`src/sv/lasf_pkg.sv`:
```
`timescale 1ns / 1ps
// shared types, constants and helpers for the local alignment score fill
package lasf_pkg;

   // query store depth, rows of the score matrix
   localparam int MAX_QUERY = 64;
   localparam int ADDR_W    = $clog2(MAX_QUERY);

   // fixed field widths
   localparam int OP_W    = 2;
   localparam int POS_W   = 6;
   localparam int SYM_W   = 8;
   localparam int ROW_W   = 7;
   localparam int COL_W   = 16;
   localparam int SCORE_W = 8;
   localparam int GAP_W   = 8;
   localparam int QLEN_W  = 7;

   // signed width used inside the cell update
   localparam int CALC_W = 11;

   // operation codes
   localparam logic [OP_W-1:0] OP_LOAD  = 2'd0;
   localparam logic [OP_W-1:0] OP_SCORE = 2'd1;
   localparam logic [OP_W-1:0] OP_CLEAR = 2'd2;
   localparam logic [OP_W-1:0] OP_NONE  = 2'd3;

   // similarity values
   localparam logic signed [CALC_W-1:0] MATCH_SCORE    = 11'sd2;
   localparam logic signed [CALC_W-1:0] MISMATCH_SCORE = -11'sd1;
   localparam logic signed [CALC_W-1:0] SCORE_MAX      = 11'sd255;

   // register map
   localparam int REG_IDX_W = 1;
   localparam logic [REG_IDX_W-1:0] REG_GAP  = 1'b0;
   localparam logic [REG_IDX_W-1:0] REG_QLEN = 1'b1;
   localparam int PADDR_W = 3;
   localparam int PDATA_W = 32;

   localparam logic [GAP_W-1:0]  GAP_RESET  = 8'd1;
   localparam logic [QLEN_W-1:0] QLEN_RESET = 7'd64;

   // command queue depth
   localparam int QDEPTH = 2;
   localparam int QPTR_W = 1;
   localparam int QCNT_W = 2;

   typedef logic [ADDR_W-1:0] addr_type;

   typedef struct packed {
      logic [OP_W-1:0]  operation;
      logic [POS_W-1:0] position;
      logic [SYM_W-1:0] symbol;
   } req_type;

   typedef struct packed {
      logic [ROW_W-1:0]   row;
      logic [COL_W-1:0]   column;
      logic [SCORE_W-1:0] score;
      logic               last;
   } rsp_type;

   typedef struct packed {
      logic [GAP_W-1:0]  gap_penalty;
      logic [QLEN_W-1:0] query_length;
   } cfg_type;

   // head of the command queue as seen by the back end
   typedef struct packed {
      logic    valid;
      req_type entry;
   } qhead_type;

   // clamp the configured length into 1 .. MAX_QUERY
   function automatic logic [ROW_W-1:0] rows_in_use(input logic [QLEN_W-1:0] qlen);
      logic [ROW_W-1:0] n;
      n = qlen;
      if (qlen == '0)
         n = ROW_W'(1);
      else if (qlen > QLEN_W'(MAX_QUERY))
         n = ROW_W'(MAX_QUERY);
      return n;
   endfunction

endpackage

```
`src/sv/lasf_ram.sv`:
```
`timescale 1ns / 1ps
// generic single write, single read ram with registered read data
module lasf_ram #(
   parameter int WIDTH = 8,
   parameter int DEPTH = 64
) (
   input  logic                     clock,
   input  logic                     wr_en,
   input  logic [$clog2(DEPTH)-1:0] wr_addr,
   input  logic [WIDTH-1:0]         wr_data,
   input  logic                     rd_en,
   input  logic [$clog2(DEPTH)-1:0] rd_addr,
   output logic [WIDTH-1:0]         rd_data
);

   logic [WIDTH-1:0] mem_ff [DEPTH];
   logic [WIDTH-1:0] rd_data_ff;

   always_ff @(posedge clock) begin
      if (wr_en) begin
         mem_ff[wr_addr] <= wr_data;
      end
      if (rd_en) begin
         rd_data_ff <= mem_ff[rd_addr];
      end
   end

   assign rd_data = rd_data_ff;

endmodule

```
`src/sv/lasf_front.sv`:
```
`timescale 1ns / 1ps
// input side: accepts items, drops no-op codes, queues commands for the back end
module lasf_front (
   input  logic                 clock,
   input  logic                 reset,
   input  logic                 req_valid,
   output logic                 req_stall,
   input  lasf_pkg::req_type    req_data,
   output lasf_pkg::qhead_type  head,
   input  logic                 pop
);
   import lasf_pkg::*;

   req_type           mem_ff [QDEPTH];
   logic [QPTR_W-1:0] wr_ptr_ff, wr_ptr_in;
   logic [QPTR_W-1:0] rd_ptr_ff, rd_ptr_in;
   logic [QCNT_W-1:0] count_ff, count_in;
   logic              accept;
   logic              keep;
   logic              push;
   logic              do_pop;

   assign req_stall = (count_ff == QCNT_W'(QDEPTH));
   assign accept    = req_valid && !req_stall;

   // unused code carries no work; loads beyond the store are dropped
   always_comb begin
      unique case (req_data.operation)
         OP_LOAD:  keep = (32'(req_data.position) < MAX_QUERY);
         OP_SCORE: keep = 1'b1;
         OP_CLEAR: keep = 1'b1;
         OP_NONE:  keep = 1'b0;
      endcase
   end

   assign push   = accept && keep;
   assign do_pop = pop && (count_ff != '0);

   always_comb begin
      wr_ptr_in = push   ? wr_ptr_ff + 1'b1 : wr_ptr_ff;
      rd_ptr_in = do_pop ? rd_ptr_ff + 1'b1 : rd_ptr_ff;
      count_in  = count_ff + QCNT_W'(push) - QCNT_W'(do_pop);
   end

   always_ff @(posedge clock) begin
      if (reset) begin
         wr_ptr_ff <= '0;
         rd_ptr_ff <= '0;
         count_ff  <= '0;
      end else begin
         wr_ptr_ff <= wr_ptr_in;
         rd_ptr_ff <= rd_ptr_in;
         count_ff  <= count_in;
      end
   end

   always_ff @(posedge clock) begin
      if (push) begin
         mem_ff[wr_ptr_ff] <= req_data;
      end
   end

   assign head.valid = (count_ff != '0);
   assign head.entry = mem_ff[rd_ptr_ff];

endmodule

```
`src/sv/lasf_back.sv`:
```
`timescale 1ns / 1ps
// back end: runs loads, clears and the column fill, owns the output register
module lasf_back (
   input  logic                 clock,
   input  logic                 reset,
   input  lasf_pkg::cfg_type    cfg,
   input  lasf_pkg::qhead_type  head,
   output logic                 pop,
   output logic                 rsp_valid,
   input  logic                 rsp_stall,
   output lasf_pkg::rsp_type    rsp_data
);
   import lasf_pkg::*;

   localparam logic ST_IDLE = 1'b0;
   localparam logic ST_RUN  = 1'b1;

   logic                      state_ff, state_in;
   logic [ROW_W-1:0]          row_ff, row_in;
   logic [ROW_W-1:0]          n_ff, n_in;
   logic [SYM_W-1:0]          sym_ff, sym_in;
   logic [COL_W-1:0]          col_ff, col_in;
   logic [MAX_QUERY-1:0]      pvalid_ff, pvalid_in;

   logic                      b_valid_ff, b_valid_in;
   logic [ROW_W-1:0]          b_row_ff, b_row_in;
   logic                      b_last_ff, b_last_in;
   logic                      b_pval_ff, b_pval_in;

   logic [SCORE_W-1:0]        diag_ff, diag_in;
   logic [SCORE_W-1:0]        above_ff, above_in;

   logic                      rsp_valid_ff, rsp_valid_in;
   rsp_type                   rsp_ff, rsp_in;

   logic                      start;
   logic                      issue;
   logic                      b_adv;
   logic                      out_free;
   logic [ROW_W-1:0]          row_next;
   logic [SYM_W-1:0]          q_rd;
   logic [SCORE_W-1:0]        p_rd;
   logic [SCORE_W-1:0]        left;
   logic signed [CALC_W-1:0]  sim;
   logic signed [CALC_W-1:0]  c_diag, c_up, c_left, best_s;
   logic [SCORE_W-1:0]        best;

   assign start    = (state_ff == ST_IDLE) && !b_valid_ff && head.valid;
   assign pop      = start;
   assign out_free = !rsp_valid_ff || !rsp_stall;
   assign b_adv    = b_valid_ff && out_free;
   assign issue    = (state_ff == ST_RUN) && (!b_valid_ff || b_adv);
   assign row_next = row_ff + 1'b1;

   lasf_ram #(.WIDTH(SYM_W), .DEPTH(MAX_QUERY)) u_query (
      .clock   (clock),
      .wr_en   (start && (head.entry.operation == OP_LOAD)),
      .wr_addr (head.entry.position[ADDR_W-1:0]),
      .wr_data (head.entry.symbol),
      .rd_en   (issue),
      .rd_addr (row_ff[ADDR_W-1:0]),
      .rd_data (q_rd)
   );

   lasf_ram #(.WIDTH(SCORE_W), .DEPTH(MAX_QUERY)) u_prev (
      .clock   (clock),
      .wr_en   (b_adv),
      .wr_addr (b_row_ff[ADDR_W-1:0]),
      .wr_data (best),
      .rd_en   (issue),
      .rd_addr (row_ff[ADDR_W-1:0]),
      .rd_data (p_rd)
   );

   // cell update
   always_comb begin
      left   = b_pval_ff ? p_rd : '0;
      sim    = (q_rd == sym_ff) ? MATCH_SCORE : MISMATCH_SCORE;
      c_diag = $signed(CALC_W'(diag_ff)) + sim;
      c_up   = $signed(CALC_W'(above_ff)) - $signed(CALC_W'(cfg.gap_penalty));
      c_left = $signed(CALC_W'(left)) - $signed(CALC_W'(cfg.gap_penalty));
      best_s = '0;
      if (c_diag > best_s) best_s = c_diag;
      if (c_up > best_s)   best_s = c_up;
      if (c_left > best_s) best_s = c_left;
      if (best_s > SCORE_MAX) best_s = SCORE_MAX;
      best = best_s[SCORE_W-1:0];
   end

   // sequencer
   always_comb begin
      state_in  = state_ff;
      row_in    = row_ff;
      n_in      = n_ff;
      sym_in    = sym_ff;
      col_in    = col_ff;
      pvalid_in = pvalid_ff;
      diag_in   = diag_ff;
      above_in  = above_ff;
      if (start) begin
         unique case (head.entry.operation)
            OP_SCORE: begin
               state_in = ST_RUN;
               row_in   = '0;
               n_in     = rows_in_use(cfg.query_length);
               sym_in   = head.entry.symbol;
               diag_in  = '0;
               above_in = '0;
               if (col_ff != '1) col_in = col_ff + 1'b1;
            end
            OP_CLEAR: begin
               pvalid_in = '0;
               col_in    = '0;
            end
            OP_LOAD, OP_NONE: begin
            end
         endcase
      end
      if (issue) begin
         row_in = row_next;
         if (row_next == n_ff) state_in = ST_IDLE;
      end
      if (b_adv) begin
         pvalid_in[b_row_ff[ADDR_W-1:0]] = 1'b1;
         diag_in  = left;
         above_in = best;
      end
   end

   // read data stage and output register
   always_comb begin
      b_valid_in   = issue ? 1'b1 : (b_adv ? 1'b0 : b_valid_ff);
      b_row_in     = issue ? row_ff : b_row_ff;
      b_last_in    = issue ? (row_next == n_ff) : b_last_ff;
      b_pval_in    = issue ? pvalid_ff[row_ff[ADDR_W-1:0]] : b_pval_ff;
      rsp_valid_in = rsp_valid_ff && rsp_stall;
      rsp_in       = rsp_ff;
      if (b_adv) begin
         rsp_valid_in  = 1'b1;
         rsp_in.row    = b_row_ff + 1'b1;
         rsp_in.column = col_ff;
         rsp_in.score  = best;
         rsp_in.last   = b_last_ff;
      end
   end

   always_ff @(posedge clock) begin
      if (reset) begin
         state_ff     <= ST_IDLE;
         col_ff       <= '0;
         pvalid_ff    <= '0;
         b_valid_ff   <= 1'b0;
         rsp_valid_ff <= 1'b0;
      end else begin
         state_ff     <= state_in;
         col_ff       <= col_in;
         pvalid_ff    <= pvalid_in;
         b_valid_ff   <= b_valid_in;
         rsp_valid_ff <= rsp_valid_in;
      end
   end

   always_ff @(posedge clock) begin
      row_ff   <= row_in;
      n_ff     <= n_in;
      sym_ff   <= sym_in;
      diag_ff  <= diag_in;
      above_ff <= above_in;
      b_row_ff <= b_row_in;
      b_last_ff <= b_last_in;
      b_pval_ff <= b_pval_in;
      rsp_ff   <= rsp_in;
   end

   assign rsp_valid = rsp_valid_ff;
   assign rsp_data  = rsp_ff;

endmodule

```
`src/sv/local_alignment_score_fill.sv`:
```
`timescale 1ns / 1ps
// local alignment score fill (linear gap penalty), top level with register port.
// Query characters are loaded by position into a 64-entry store; each database
// character then produces one column of cell scores, row 1 first, the final row
// flagged by last; a clear zeroes the previous column and the column count.
// A load or a clear is carried out as it leaves the queue; a score item fills
// rows cells, where rows is query_length held to 1 .. 64, one cell per cycle
// while results are not stalled, out of the query and previous-column rams
// through the read stage and the output register.
// The two-entry command queue takes items up to its depth while a column is
// being filled and the output register holds a result. Reset needs no clearing
// pass: the previous column is tracked by per-row valid bits.
module local_alignment_score_fill (
   input  logic                           clock,
   input  logic                           reset,
   // input item channel
   input  logic                           req_valid,
   output logic                           req_stall,
   input  lasf_pkg::req_type              req_data,
   // result item channel
   output logic                           rsp_valid,
   input  logic                           rsp_stall,
   output lasf_pkg::rsp_type              rsp_data,
   // register port
   input  logic                           csr_psel,
   input  logic                           csr_penable,
   input  logic                           csr_pwrite,
   input  logic [lasf_pkg::PADDR_W-1:0]   csr_paddr,
   input  logic [lasf_pkg::PDATA_W-1:0]   csr_pwdata,
   output logic [lasf_pkg::PDATA_W-1:0]   csr_prdata,
   output logic                           csr_pready
);
   import lasf_pkg::*;

   logic [GAP_W-1:0]     gap_ff, gap_in;
   logic [QLEN_W-1:0]    qlen_ff, qlen_in;
   logic                 csr_wr;
   logic [REG_IDX_W-1:0] reg_idx;
   cfg_type              cfg;
   qhead_type            head;
   logic                 pop;
   logic [ROW_W-1:0]     rows;

   // register port: zero wait states, word addressed
   assign csr_pready = 1'b1;
   assign csr_wr     = csr_psel && csr_penable && csr_pwrite && csr_pready;
   assign reg_idx    = csr_paddr[PADDR_W-1:2];

   always_comb begin
      gap_in  = gap_ff;
      qlen_in = qlen_ff;
      if (csr_wr) begin
         unique case (reg_idx)
            REG_GAP:  gap_in  = csr_pwdata[GAP_W-1:0];
            REG_QLEN: qlen_in = csr_pwdata[QLEN_W-1:0];
         endcase
      end
   end

   always_comb begin
      unique case (reg_idx)
         REG_GAP:  csr_prdata = PDATA_W'(gap_ff);
         REG_QLEN: csr_prdata = PDATA_W'(qlen_ff);
      endcase
   end

   always_ff @(posedge clock) begin
      if (reset) begin
         gap_ff  <= GAP_RESET;
         qlen_ff <= QLEN_RESET;
      end else begin
         gap_ff  <= gap_in;
         qlen_ff <= qlen_in;
      end
   end

   assign cfg.gap_penalty  = gap_ff;
   assign cfg.query_length = qlen_ff;

   // front end: take items, drop dead codes, queue commands
   lasf_front u_front (
      .clock     (clock),
      .reset     (reset),
      .req_valid (req_valid),
      .req_stall (req_stall),
      .req_data  (req_data),
      .head      (head),
      .pop       (pop)
   );

   // back end: query store, previous column and the cell datapath
   lasf_back u_back (
      .clock     (clock),
      .reset     (reset),
      .cfg       (cfg),
      .head      (head),
      .pop       (pop),
      .rsp_valid (rsp_valid),
      .rsp_stall (rsp_stall),
      .rsp_data  (rsp_data)
   );

   // rows of the column under the current length setting
   assign rows = rows_in_use(qlen_ff);

   // a result row is always inside the matrix
   a_row_range: assert property (@(posedge clock) disable iff (reset)
      rsp_valid |-> (rsp_data.row != '0) && (rsp_data.row <= rows))
      else $error("result row outside the matrix");

   // the final flag marks exactly the bottom row
   a_last_row: assert property (@(posedge clock) disable iff (reset)
      rsp_valid |-> (rsp_data.last == (rsp_data.row == rows)))
      else $error("last flag does not match the bottom row");

   // a local score cannot exceed two points per query row
   a_score_bound: assert property (@(posedge clock) disable iff (reset)
      rsp_valid |-> (rsp_data.score <= {rsp_data.row, 1'b0}))
      else $error("cell score above the match bound");

endmodule

```
`config.mk`:
```
export PLATFORM = sky130hd
export DESIGN_NAME = local_alignment_score_fill
export DESIGN_NICKNAME = d
export VERILOG_FILES = /design/src/sv/lasf_pkg.sv /design/src/sv/lasf_ram.sv /design/src/sv/lasf_front.sv /design/src/sv/lasf_back.sv /design/src/sv/local_alignment_score_fill.sv
export SDC_FILE = /design/constraint.sdc
export NUM_CORES = 1
export LEC_CHECK = 0
export ABC_AREA = 0
export BUFFER_PORTS_ARGS = -buffer_cell sky130_fd_sc_hd__buf_2
export CAP_MARGIN = 20
export CORE_MARGIN = 2
export CORE_UTILIZATION = 56
export CTS_CLUSTER_DIAMETER = 40
export DETAILED_ROUTE_END_ITERATION = 7
export PLACE_DENSITY = 0.8
export SYNTH_ARGS = -nofsm -noshare
export SYNTH_HDL_FRONTEND = slang
export SYNTH_SLANG_ARGS = --single-unit
```
`constraint.sdc`:
```
create_clock -name clock -period 7.94 [get_ports clock]
set_input_delay 1.985 -clock clock [delete_from_list [all_inputs] [get_ports clock]]
set_output_delay 1.985 -clock clock [all_outputs]
set_load 0.005 [all_outputs]
```
==> impl_metrics.yaml <==
outcome:
  status: "complete, no violations"
place:
  placedCellCount: 4210
  dp.final_hpwl_mm: 68.7
  place_congestion: 0.876
  port_buffers: 73
sta:
  rsz0062_at_grt: "no"
  finalClockSkew_ns: 0.0405
  timing.fmax_mhz: 136
  slew_violations: 0
  worstMarginPinSlew_ns: 1.18
  post-route-period-util_pct: 92.8
  finalSetupViolCount: 0
  fin_crit_ns: 7.37
  hold_viol: 0
  whs_ns: 0.431
  fin_setup_tns_ns: 0
  max_slew_margin_pct: 21.1
global_routing:
  grt_max_degree: 121
  grt_pass1_vias: 28086
  overflow: 0
  antenna_found_initial: 1
  grt_first_pass_wirelength_mm: 174
  grt.total_usage_pct: 24.9
clock_network:
  cts-root-buf: "clkbuf_16"
  cts_tree: "yes"
  clk_latency_ns: 0.76
  cts_inserted_buffers: 136
  clk_pin_slew_worst_paths_ns: 0.06
  ctsHoldBuffers: 0
  cts_sinks: 1254
  cts-htree-levels: 4
  cts_buffer_depth: 3
  post-cts-setup-buffer-count: 0
  cts_resized: 0
finish:
  antennaDiodeCount: 0
  fin_nets: 3286
  n_fill_cell: 5923
  layout-drive-gt1-share_pct: 18.2
  syn2layout_area_growth_pct: 12.0
  fin_cells: 4461
drt:
  vias: 28415
  m1WireLength_mm: 44.4
  detail-route-antenna-nets: 0
  routed-wl-met2_mm: 57.6
  drc: 0
  first_pass_iters: 8
  drt-total-wl_mm: 117
  route.met3.wl_mm: 10.5
  wl_per_cell_um: 26.1
  maxUsedRoutingLayer: "met5"
  first_iter_violations: 3315
  via_per_inst: 6.37
synth:
  syn_area_per_cell_um2: 16.6
  synth_edf_count: 1151
  synth_xor_area_share_pct: 0.996
  synth_mux_area_share_pct: 12.7
  synth_compound_area_share_pct: 6.67
  netlist_instances: 3075
  synth_common_cells: "edfxtp_1, mux2i_1, nor2_1"
  synth-main-ff-cell: "edfxtp_1"
  syn_area_mm2: 0.0510
  ys_ff_latch: 1254
  synth_cell_types: 71
  synthAdderAreaFrac_pct: 1.32
  synth.most_common_cell: "edfxtp_1"
  yosysSeqAreaShare_pct: 71.8
  synth_area_leader_cell: "edfxtp_1"
  ys_warn_count: 0
  ys_top_cells_by_area: "edfxtp_1, mux4_2, mux2i_1"
  async_flop_share_pct: 0
  synthSimpleGateAreaFrac_pct: 4.54
  synth_top_area_share_pct: 67.8
  synth_top_family_by_area: "multiplexers"
critical_path:
  worstSetupPathType: "reg -> reg"
  max_stage_delay_ns: 0.58
  reg2reg_depth: 30
  critical_path_peak_fanout: 32
  cp.arrival_ns: 7.84
  critPathSlowestCell: "a31oi_2"
  path_common_cell: "ha_1"
  startpoint_type: "flip-flop"
  required_ns: 8.41
  critPathCaptureType: "flip-flop"
worst_hold_path:
  min_path_cells: 0
  worstHoldPathType: "reg -> reg"
power_and_ir_drop:
  vdd_drop_max_mv: 0.353
  power_uw: 19900
  p_per_area_mw_per_mm2: 347
  power_leakage_uw: 0.0188
floorplanning:
  row_count: 110
  die-area_mm2: 0.0935
  start_util_pct: 56.6
  pin_count: 125
  die_y_um: 306
  die_w_um: 306
  core_mm2: 0.0901
flow_run:
  maxCapViolations: 0
[metrics by stage]
stage | utilization [%] | setup WS, ns | area [um2]
floorplan | - | 0.350 | 51100
global placement | 58.4 | 0.535 | 52600
detailed placement | 58.4 | 0.346 | 52700
CTS | 63.3 | 0.220 | 57000
global route | 63.4 | 0.0674 | 57100
finish | 63.4 | 0.571 | 57100
[sequential cells by signal (all words and copies together) (netlist names), 2 cells and up, named ones only]
| signal | flops |
|---|---|
| u_front.count_ff | 2 |
| qlen_ff | 7 |
| u_back.diag_ff | 8 |
| u_back.u_query.mem_ff | 512 |
| gap_ff | 8 |
| u_front.mem_ff | 32 |
| u_back.row_ff | 7 |
| u_back.u_prev.rd_data | 8 |
| u_back.u_query.rd_data | 8 |
| u_back.n_ff | 7 |
| u_back.b_row_ff | 7 |
| u_back.pvalid_ff | 64 |
| u_back.u_prev.mem_ff | 512 |
| u_back.above_ff | 8 |
| u_back.col_ff | 16 |
| u_back.sym_ff | 8 |
| u_back.rsp_data | 32 |
[report_power, final]
| part | internal, uW | switching (uW) |
|---|---|---|
| logic | 1580 | 3470 |
| registers | 8620 | 91.6 |
| clock network | 3420 | 2670 |
| total | 13600 | 6230 |
[critical path, delay by kind of cell, from the launching register on]
kind	cells	cell delay (ns)
XOR/XNOR	1	0.25
flip-flops	1	0.41
buffers and inverters	5	0.89
adder cells (fa/ha/maj)	4	1.10
AND/OR/NAND/NOR	10	2.06
AO/OA/AOI/OAI	10	2.30
[path summary, 6_finish.rpt]
check	from	endpoint	slack (ns)
max reg2reg	u_back.sym_ff[2]$_DFFE_PP_	u_back.u_prev.mem_ff[42][6]$_DFFE_PP_	0.57
min reg2reg	u_back.b_last_ff$_DFFE_PP_	u_back.rsp_data[0]$_DFFE_PP_	0.43
min	u_back.b_last_ff$_DFFE_PP_	u_back.rsp_data[0]$_DFFE_PP_	0.43
max	u_back.sym_ff[2]$_DFFE_PP_	u_back.u_prev.mem_ff[42][6]$_DFFE_PP_	0.57
[routing by layer]
metal  GRT usage [%]  vias up
met1            33.7    14174
met2            40.5     1665
met3            4.41      249
met5               0        -
li1                -    12325
met4            9.53        2
[cell families after synthesis]
family / count (synthesis)
DFF: 1254
other: 2
xor gates and xnor gates: 58
muxes: 446
adders and majority gates: 53
AOI/OAI and AO/OA: 521
buffers and inverters: 220
and+or+nand+nor: 521
[layout make-up]
cell class | instances | area [um2] | share of cell area [%]
clock buffers | 167 | 3580 | 6.27
flip-flops and latches | 1254 | 36600 | 64.1
multi-input cells | 1626 | 13600 | 23.8
repair buffers | 122 | 925 | 1.62
well taps | 1176 | 1470 | 2.58
clock inverters | 80 | 800 | 1.40
inverters | 36 | 135 | 0.237
[placed cells by master (no fill, tap or decap), types with 26 or more instances in the layout]
cell and n:
buf_4 34, mux4_2 153, dfxtp_1 103, buf_2 73, o221ai_1 68, a21oi_1 177
o22ai_1 68, ha_1 50, nand3_1 34, nor2_1 210, a22o_1 62, mux2i_1 213
nand2_1 153, clkbuf_16 137, xor2_1 33, conb_1 26, o21ai_0 69, inv_1 35
edfxtp_1 1151, mux2_2 79
No activity file was read; power rests on OpenSTA's default activity.
